### src/hdl/sls_pkg.sv
// ----------------------------------------------------------------------------
// sls_pkg
// Shared types, codes and constant tables of the sensor linearizer and
// seven-segment display driver.
// ----------------------------------------------------------------------------
package sls_pkg;

    // Request kinds carried on the input tuser
    typedef enum logic [1:0] {
        FUNC_SAMPLE = 2'd0,
        FUNC_TICK   = 2'd1,
        FUNC_BUTTON = 2'd2
    } func_t;

    // Sensor modes
    typedef enum logic [1:0] {
        MODE_LIGHT = 2'd0,
        MODE_TEMP  = 2'd1,
        MODE_HUMID = 2'd2
    } mode_t;

    localparam int SAMPLE_W = 12;
    localparam int VALUE_W  = 7;
    localparam int CODE_W   = 4;
    localparam int SEG_W    = 7;
    localparam int RECIP_W  = 15;
    localparam int RECIP_SH = 18;
    localparam int PROD_W   = SAMPLE_W + RECIP_W;
    localparam int QUOT_W   = PROD_W - RECIP_SH;

    localparam int IN_TDATA_W  = 16;
    localparam int IN_TUSER_W  = 2;
    localparam int OUT_TDATA_W = 24;

    localparam logic [VALUE_W-1:0] VALUE_MAX = 7'd99;
    localparam logic [CODE_W-1:0]  CODE_F    = 4'd11;

    // Light: 99 at or below LIGHT_LO, 0 at or above LIGHT_HI
    localparam logic [SAMPLE_W-1:0] LIGHT_LO = 12'd700;
    localparam logic [SAMPLE_W-1:0] LIGHT_HI = 12'd4000;
    // Humidity: 20 at or below HUMID_LO, 90 at or above HUMID_HI
    localparam logic [SAMPLE_W-1:0] HUMID_LO = 12'd600;
    localparam logic [SAMPLE_W-1:0] HUMID_HI = 12'd1900;
    localparam logic [8:0]          HUMID_BASE = 9'd85;
    // Temperature: 0 below TEMP_LO, 99 at or above TEMP_HI
    localparam logic [SAMPLE_W-1:0] TEMP_LO = 12'd1656;
    localparam logic [SAMPLE_W-1:0] TEMP_HI = 12'd3466;

    // Reciprocals ceil(2^18 / d): exact floor quotient for any 12-bit dividend
    localparam logic [RECIP_W-1:0] RECIP_33 = 15'd7944;
    localparam logic [RECIP_W-1:0] RECIP_20 = 15'd13108;

    localparam int T_SEGS = 11;
    localparam int T_SEL_W = 4;

    localparam logic [SAMPLE_W-1:0] T_BASE [T_SEGS] = '{
        12'd1656, 12'd1797, 12'd1944, 12'd2020, 12'd2102, 12'd2272,
        12'd2451, 12'd2637, 12'd2832, 12'd3035, 12'd3246
    };
    localparam logic [VALUE_W-1:0] T_OFF [T_SEGS] = '{
        7'd0, 7'd10, 7'd20, 7'd25, 7'd30, 7'd40, 7'd50, 7'd60, 7'd70, 7'd80, 7'd90
    };
    // Divisors 15,16,19,20,18,19,20,21,22,23,24 as reciprocals
    localparam logic [RECIP_W-1:0] T_RECIP [T_SEGS] = '{
        15'd17477, 15'd16384, 15'd13798, 15'd13108, 15'd14564, 15'd13798,
        15'd13108, 15'd12484, 15'd11916, 15'd11398, 15'd10923
    };

    // Pin levels per display code, low lights a segment; unused codes dark
    localparam logic [SEG_W-1:0] SEG_TABLE [16] = '{
        7'h40, 7'h6D, 7'h30, 7'h24, 7'h0D, 7'h06, 7'h02, 7'h65,
        7'h00, 7'h04, 7'h7F, 7'h13, 7'h7F, 7'h7F, 7'h7F, 7'h7F
    };

    typedef struct packed {
        func_t                 func;
        logic [SAMPLE_W-1:0]   sample;
    } item_t;

    typedef struct packed {
        logic [SEG_W-1:0]      segments;
        logic                  digit_units;
        mode_t                 mode;
        logic [VALUE_W-1:0]    value;
    } result_t;

    // Tens digit of a value 0..99 by parallel compares
    function automatic logic [CODE_W-1:0] tens_of(input logic [VALUE_W-1:0] v);
        logic [CODE_W-1:0] t;
        t = '0;
        for (int i = 1; i < 10; i++) begin
            if (v >= VALUE_W'(i * 10)) begin
                t = CODE_W'(i);
            end
        end
        return t;
    endfunction

endpackage

### src/hdl/sensor_linearize_seven_segment_top.sv
// ----------------------------------------------------------------------------
// sensor_linearize_seven_segment_top
// Sensor linearizer with a two-digit seven-segment display driver.
//
//   channel  | dir | tdata                         | tuser
//   ---------+-----+-------------------------------+-------------------
//   s_axis   | in  | [11:0] sample, [15:12] zero   | [1:0] func
//   m_axis   | out | value, mode, digit, segments  | -
//
// A request passes one input register, then one result register, on its way
// to the result. One request per cycle is taken while the result side
// keeps up. The result register frees the input side while a result waits;
// a stalled result holds the request in the input register. Reset clears
// mode, digit codes and digit phase.
// ----------------------------------------------------------------------------
module sensor_linearize_seven_segment_top (
    input  logic                             clk,
    input  logic                             rst_n,
    input  logic                             s_tvalid,
    output logic                             s_tready,
    input  logic [sls_pkg::IN_TDATA_W-1:0]   s_tdata,   // [11:0] sample
    input  logic [sls_pkg::IN_TUSER_W-1:0]   s_tuser,   // [1:0] func
    output logic                             m_tvalid,
    input  logic                             m_tready,
    // [6:0] value, [8:7] mode, [9] digit_units, [16:10] segments, [23:17] zero
    output logic [sls_pkg::OUT_TDATA_W-1:0]  m_tdata
);
    import sls_pkg::*;

    logic     in_valid_reg, in_valid_next;
    item_t    in_item_reg;
    logic     out_valid_reg, out_valid_next;
    result_t  out_res_reg;
    result_t  core_res;
    logic     s_accept;
    logic     out_load;

    // Handshake control
    assign out_load = in_valid_reg & (~out_valid_reg | m_tready);
    assign s_tready = ~in_valid_reg | out_load;
    assign s_accept = s_tvalid & s_tready;

    assign in_valid_next  = s_accept | (in_valid_reg & ~out_load);
    assign out_valid_next = out_load | (out_valid_reg & ~m_tready);

    sls_core u_core (
        .clk     (clk),
        .rst_n   (rst_n),
        .advance (out_load),
        .item    (in_item_reg),
        .result  (core_res)
    );

    // Hold valid flags
    always_ff @(posedge clk or negedge rst_n)
    begin
        if (!rst_n) begin
            in_valid_reg  <= 1'b0;
            out_valid_reg <= 1'b0;
        end else begin
            in_valid_reg  <= in_valid_next;
            out_valid_reg <= out_valid_next;
        end
    end

    // Capture the request
    always_ff @(posedge clk)
    begin
        if (s_accept) begin
            in_item_reg.func   <= func_t'(s_tuser);
            in_item_reg.sample <= s_tdata[SAMPLE_W-1:0];
        end
    end

    // Capture the result
    always_ff @(posedge clk)
    begin
        if (out_load) begin
            out_res_reg <= core_res;
        end
    end

    assign m_tvalid = out_valid_reg;
    assign m_tdata  = {(OUT_TDATA_W - $bits(result_t))'(0), out_res_reg};

endmodule

### src/hdl/sls_lin.sv
// ----------------------------------------------------------------------------
// sls_lin
// Linearizes one converter sample for the current sensor mode and clamps the
// result to 0..99. One shared reciprocal multiplier serves all modes.
// ----------------------------------------------------------------------------
module sls_lin (
    input  sls_pkg::mode_t                  mode,
    input  logic [sls_pkg::SAMPLE_W-1:0]    sample,
    output logic [sls_pkg::VALUE_W-1:0]     value
);
    import sls_pkg::*;

    logic [T_SEL_W-1:0]   seg_sel;
    logic [SAMPLE_W-1:0]  dividend;
    logic [RECIP_W-1:0]   recip;
    logic [PROD_W-1:0]    prod;
    logic [QUOT_W-1:0]    quot;
    logic [QUOT_W-1:0]    raw;

    // Find the temperature segment: highest base not above the sample
    always_comb
    begin
        seg_sel = '0;
        for (int k = 1; k < T_SEGS; k++) begin
            if (sample >= T_BASE[k]) begin
                seg_sel = T_SEL_W'(k);
            end
        end
    end

    // Pick dividend and reciprocal for the mode
    always_comb
    begin
        case (mode)
            MODE_LIGHT:
            begin
                dividend = LIGHT_HI - sample;
                recip    = RECIP_33;
            end
            MODE_TEMP:
            begin
                dividend = sample - T_BASE[seg_sel];
                recip    = T_RECIP[seg_sel];
            end
            default:
            begin
                dividend = HUMID_HI - sample;
                recip    = RECIP_20;
            end
        endcase
    end

    // Divide by constant through the reciprocal
    assign prod = PROD_W'(dividend) * PROD_W'(recip);
    assign quot = prod[PROD_W-1:RECIP_SH];

    // Apply range ends and offsets
    always_comb
    begin
        case (mode)
            MODE_LIGHT:
            begin
                if (sample >= LIGHT_HI) begin
                    raw = '0;
                end else if (sample <= LIGHT_LO) begin
                    raw = QUOT_W'(VALUE_MAX);
                end else begin
                    raw = quot;
                end
            end
            MODE_TEMP:
            begin
                if (sample < TEMP_LO) begin
                    raw = '0;
                end else if (sample >= TEMP_HI) begin
                    raw = QUOT_W'(VALUE_MAX);
                end else begin
                    raw = QUOT_W'(T_OFF[seg_sel]) + quot;
                end
            end
            default:
            begin
                if (sample >= HUMID_HI) begin
                    raw = QUOT_W'(90);
                end else if (sample <= HUMID_LO) begin
                    raw = QUOT_W'(20);
                end else begin
                    raw = HUMID_BASE - quot;
                end
            end
        endcase
    end

    // Saturate to 99
    assign value = (raw > QUOT_W'(VALUE_MAX)) ? VALUE_MAX : raw[VALUE_W-1:0];

endmodule

### src/hdl/sls_core.sv
// ----------------------------------------------------------------------------
// sls_core
// Holds mode, digit codes and digit phase; works out the result of one
// request and updates the state when that request moves on.
// ----------------------------------------------------------------------------
module sls_core (
    input  logic              clk,
    input  logic              rst_n,
    input  logic              advance,
    input  sls_pkg::item_t    item,
    output sls_pkg::result_t  result
);
    import sls_pkg::*;

    mode_t              mode_reg,  mode_next;
    logic [CODE_W-1:0]  tens_reg,  tens_next;
    logic [CODE_W-1:0]  units_reg, units_next;
    logic               phase_reg, phase_next;
    logic [VALUE_W-1:0] lin_value;
    logic [CODE_W-1:0]  lin_tens;
    logic [VALUE_W-1:0] tens_times_ten;

    sls_lin u_lin (
        .mode   (mode_reg),
        .sample (item.sample),
        .value  (lin_value)
    );

    // Split the reading into display codes
    assign lin_tens       = tens_of(lin_value);
    assign tens_times_ten = {lin_tens, 3'b000} + {2'b00, lin_tens, 1'b0};

    // Decode the request
    always_comb
    begin
        mode_next          = mode_reg;
        tens_next          = tens_reg;
        units_next         = units_reg;
        phase_next         = phase_reg;
        result.value       = '0;
        result.digit_units = 1'b0;
        result.segments    = '0;
        case (item.func)
            FUNC_SAMPLE:
            begin
                result.value = lin_value;
                tens_next    = lin_tens;
                units_next   = CODE_W'(lin_value - tens_times_ten);
            end
            FUNC_TICK:
            begin
                result.digit_units = phase_reg;
                result.segments    = phase_reg ? SEG_TABLE[units_reg] : SEG_TABLE[tens_reg];
                phase_next         = ~phase_reg;
            end
            FUNC_BUTTON:
            begin
                case (mode_reg)
                    MODE_LIGHT: mode_next = MODE_TEMP;
                    MODE_TEMP:  mode_next = MODE_HUMID;
                    default:    mode_next = MODE_LIGHT;
                endcase
                tens_next  = CODE_F;
                units_next = CODE_W'(mode_next) + CODE_W'(1);
            end
            default:
            begin
                phase_next = phase_reg;
            end
        endcase
        result.mode = mode_next;
    end

    // Update state as the request moves to the result register
    always_ff @(posedge clk or negedge rst_n)
    begin
        if (!rst_n) begin
            mode_reg  <= MODE_LIGHT;
            tens_reg  <= '0;
            units_reg <= '0;
            phase_reg <= 1'b0;
        end else if (advance) begin
            mode_reg  <= mode_next;
            tens_reg  <= tens_next;
            units_reg <= units_next;
            phase_reg <= phase_next;
        end
    end

endmodule

### config.mk
export PLATFORM = sky130hd
export DESIGN_NAME = sensor_linearize_seven_segment_top
export DESIGN_NICKNAME = d
export VERILOG_FILES = /design/src/hdl/sls_pkg.sv /design/src/hdl/sensor_linearize_seven_segment_top.sv /design/src/hdl/sls_lin.sv /design/src/hdl/sls_core.sv
export SDC_FILE = /design/constraint.sdc
export NUM_CORES = 1
export LEC_CHECK = 0
export BUFFER_PORTS_ARGS = -buffer_cell sky130_fd_sc_hd__buf_2
export CORE_MARGIN = 3
export CORE_UTILIZATION = 50
export DETAILED_ROUTE_END_ITERATION = 8
export GPL_TIMING_DRIVEN = 0
export PLACE_DENSITY = 0.67
export SLEW_MARGIN = 20
export SYNTH_ARGS = -nofsm -noshare
export SYNTH_HDL_FRONTEND = slang
export SYNTH_SLANG_ARGS = --single-unit
### constraint.sdc
create_clock -name clk -period 18.2 [get_ports clk]
set_clock_uncertainty 0.05 [all_clocks]
set_input_delay 0 -clock clk [delete_from_list [all_inputs] [get_ports clk]]
set_output_delay 0 -clock clk [all_outputs]
set_load 0.02 [all_outputs]
==> impl_metrics.env <==
export IMPL_htreeDepth=2
export IMPL_drcViolationCount=0
export IMPL_postCtsSetupBuffers=0
export IMPL_drv_cap=0
export IMPL_status="complete, no violations"
export IMPL_hold_viol=0
export IMPL_critPathSlowestCell="a211oi_1"
export IMPL_critPathKind="reg2reg"
export IMPL_grt_start_max_net_pins=21
export IMPL_clk_path_buf_depth=2
export IMPL_timing_hold_ws_ps=72.55
export IMPL_syn_inst=1414
export IMPL_cp_start_kind="flip-flop"
export IMPL_synth_xor_area_share_pct=2.881
export IMPL_crit_fanout=10
export IMPL_ys_warn_count=0
export IMPL_drv_slew=0
export IMPL_place_gp_congestion=0.9907
export IMPL_vias_per_cell=5.809
export IMPL_pre_cts_ws_ps=1423
export IMPL_die_area_um2=24330
export IMPL_netlist_area_um2=11250
export IMPL_num_antenna_cells=0
export IMPL_synth_top_family_by_area="adder cells"
export IMPL_final_seq_area_um2=1256
export IMPL_timing_final_crit_share_pct=94.97
export IMPL_final_core_util_pct=55.26
export IMPL_reg2reg_depth=63
export IMPL_drt_initial_drc_count=881
export IMPL_postRouteAntennaNets=0
export IMPL_synth_avg_cell_area_um2=7.956
export IMPL_multi_input_area_um2=8939
export IMPL_core_area_um2=21960
export IMPL_fmax_mhz=57.86
export IMPL_worstSkewPairLatency_ps=290
export IMPL_cts_tree="built"
export IMPL_dr_pass1_iters=5
export IMPL_ys_flop_type="edfxtp_1"
export IMPL_cts_root_buf="clkbuf_16"
export IMPL_num_rows=54
export IMPL_synth_top_area_share_pct=23.31
export IMPL_slowest_delay_ps=950
export IMPL_muxShareOfSynthArea_pct=0.2892
export IMPL_grt_ovfl_total=0
export IMPL_synth_simple_gate_area_share_pct=21.02
export IMPL_grt_pass1_wl_mm=54.05
export IMPL_clk_pin_slew_ps=70
export IMPL_portBuffers=36
export IMPL_period_minus_slack_ps=17280
export IMPL_grt_use_total_pct=27.86
export IMPL_async_reset_ff_share_pct=29.55
export IMPL_setup_viol=0
export IMPL_synth_adder_area_share_pct=35.19
export IMPL_start_util_pct=51.23
export IMPL_dieHeight_um=156.0
export IMPL_yosysUniqueCellTypes=86
export IMPL_hp_class="in2async"
export IMPL_rsz0062_at_grt="no"
export IMPL_fill_cells=2139
export IMPL_dp_hpwl_mm=27.17
export IMPL_ys_top_cells_by_area="fa_1 (23%), ha_1 (12%), edfxtp_1 (8.3%)"
export IMPL_synth_area_leader_cell="fa_1"
export IMPL_yosysSeqAreaShare_pct=11.17
export IMPL_fin_ws_ps=916.3
export IMPL_postCtsResizedCells=0
export IMPL_ys_seq_elements=44
export IMPL_drive_gt1_share_pct=6.748
export IMPL_end_kind="flip-flop"
export IMPL_die_x_um=156.0
export IMPL_numCtsBuffers=5
export IMPL_grt_pass1_vias=10300
export IMPL_tns_ps=0
export IMPL_worst_pin_slew_ps=1149
export IMPL_required_ps=18330
export IMPL_area_growth_pct=7.863
export IMPL_vias=10240
export IMPL_routedWlPerCell_um=18.99
export IMPL_cts_sinks=44
export IMPL_routed_wl_mm=33.47
export IMPL_final_net_count=1740
export IMPL_ctsHoldBuffers=18
export IMPL_largest_reg_flops=17
export IMPL_num_io_pins=48
export IMPL_worst_ep_arrival_time_ps=17420
export IMPL_maxSlewHeadroom_pct=22.95
export IMPL_synth_compound_area_share_pct=19.84
export IMPL_synth_edf_count=31
export IMPL_antenna_found_initial=0
==> cell type report <==
type / count / share of cell area [%]
multi-input cells: 1104 / 73.66
well taps: 280 / 2.887
flip-flops and latches: 44 / 10.35
clock inverters: 2 / 0.1031
repair buffers: 54 / 2.970
clock buffers: 6 / 1.145
plain buffers: 78 / 2.877
inverters: 194 / 6.001
==> layer usage <==
metal  vias to the layer above  part of all wire (%)  track usage (%)
met1                      4984                    43            37.15
met5                         -                     0                0
met4                         0                   3.0            8.537
met2                       323                    49            48.29
met3                        62                   5.1            2.358
li1                       4867                     -                -
==> per-stage QoR <==
step / area [µm²] / std cells
finish: 12130 / 1762
global route: 12130 / 1762
CTS: 12130 / 1762
detailed placement: 11800 / 1736
global placement: 11800 / 1736
floorplan: 11270 / 1420
==> synth_stat cells, drive strengths merged, types with 4 or more instances <==
cell,instances
nand2b,20
a221oi,6
and2,45
a31o,5
buf,21
nand3,20
o22ai,12
inv,194
nor3,33
o211ai,13
nor4,5
o31a,7
a211oi,17
edfxtp,31
fa,131
or4b,4
clkbuf,57
o21a,13
or3,5
xor2,7
o21bai,11
o31ai,6
a21boi,9
a22oi,6
ha,106
and3,7
a31oi,8
nand2,215
dfrtp,13
a21oi,70
o311ai,4
o2111ai,4
nor2b,13
nand4,10
xnor2,30
or2,14
a21o,29
o21ai,61
a211o,6
a41oi,5
nor2,98
==> final timing paths <==
check | startpoint | endpoint | slack (ps)
max reg2reg | in_item_reg[7]$_DFFE_PP_ | u_core.units_reg[3]$_DFFE_PN0P_ | 920
max | in_item_reg[7]$_DFFE_PP_ | u_core.units_reg[3]$_DFFE_PN0P_ | 920
min reg2reg | u_core.phase_reg$_DFFE_PN0P_ | u_core.phase_reg$_DFFE_PN0P_ | 440
min in group clk | s_tdata[1] | in_item_reg[1]$_DFFE_PP_ | 370
max in group asynchronous | rst_n | m_tvalid$_DFF_PN0_ | 17760
min | rst_n | u_core.tens_reg[2]$_DFFE_PN0P_ | 70
==> critical path: cells and delay by family (launching register included) <==
| kind | cells | cell delay (ps) |
|---|---|---|
| AOI/OAI and AO/OA | 24 | 6430 |
| adders and majority gates | 11 | 4580 |
| and+or+nand+nor | 17 | 3970 |
| buffers and inverters | 9 | 1430 |
| DFF | 1 | 380 |
| xor gates and xnor gates | 2 | 320 |
==> kinds of logic after synthesis <==
kind of cell	count (synthesis)
AND/OR/NAND/NOR	502
AO/OA/AOI/OAI	317
buffers and inverters	272
adder cells (fa/ha/maj)	238
flip-flops	44
XOR/XNOR	37
multiplexers	3
other	1
==> placed cells by master (no fill, tap or decap), types with 16 or more instances in the layout <==
master / netlist / routed
ha_1: 106 / 106
nor3_1: 32 / 32
nand2_1: 215 / 215
a211oi_1: 16 / 16
nand3_1: 19 / 19
edfxtp_1: 31 / 31
clkbuf_1: 57 / 57
a21oi_1: 69 / 69
nor2_1: 98 / 98
and2_1: 45 / 45
xnor2_1: 30 / 30
inv_1: 194 / 194
nand2b_1: 20 / 20
dlygate4sd3_1: 0 / 18
buf_2: 6 / 42
fa_1: 131 / 131
o21ai_0: 58 / 58
a21o_1: 29 / 29
Power is not shown: default switching activity piles up to over one toggle a cycle in this logic, so the estimate is an artifact.
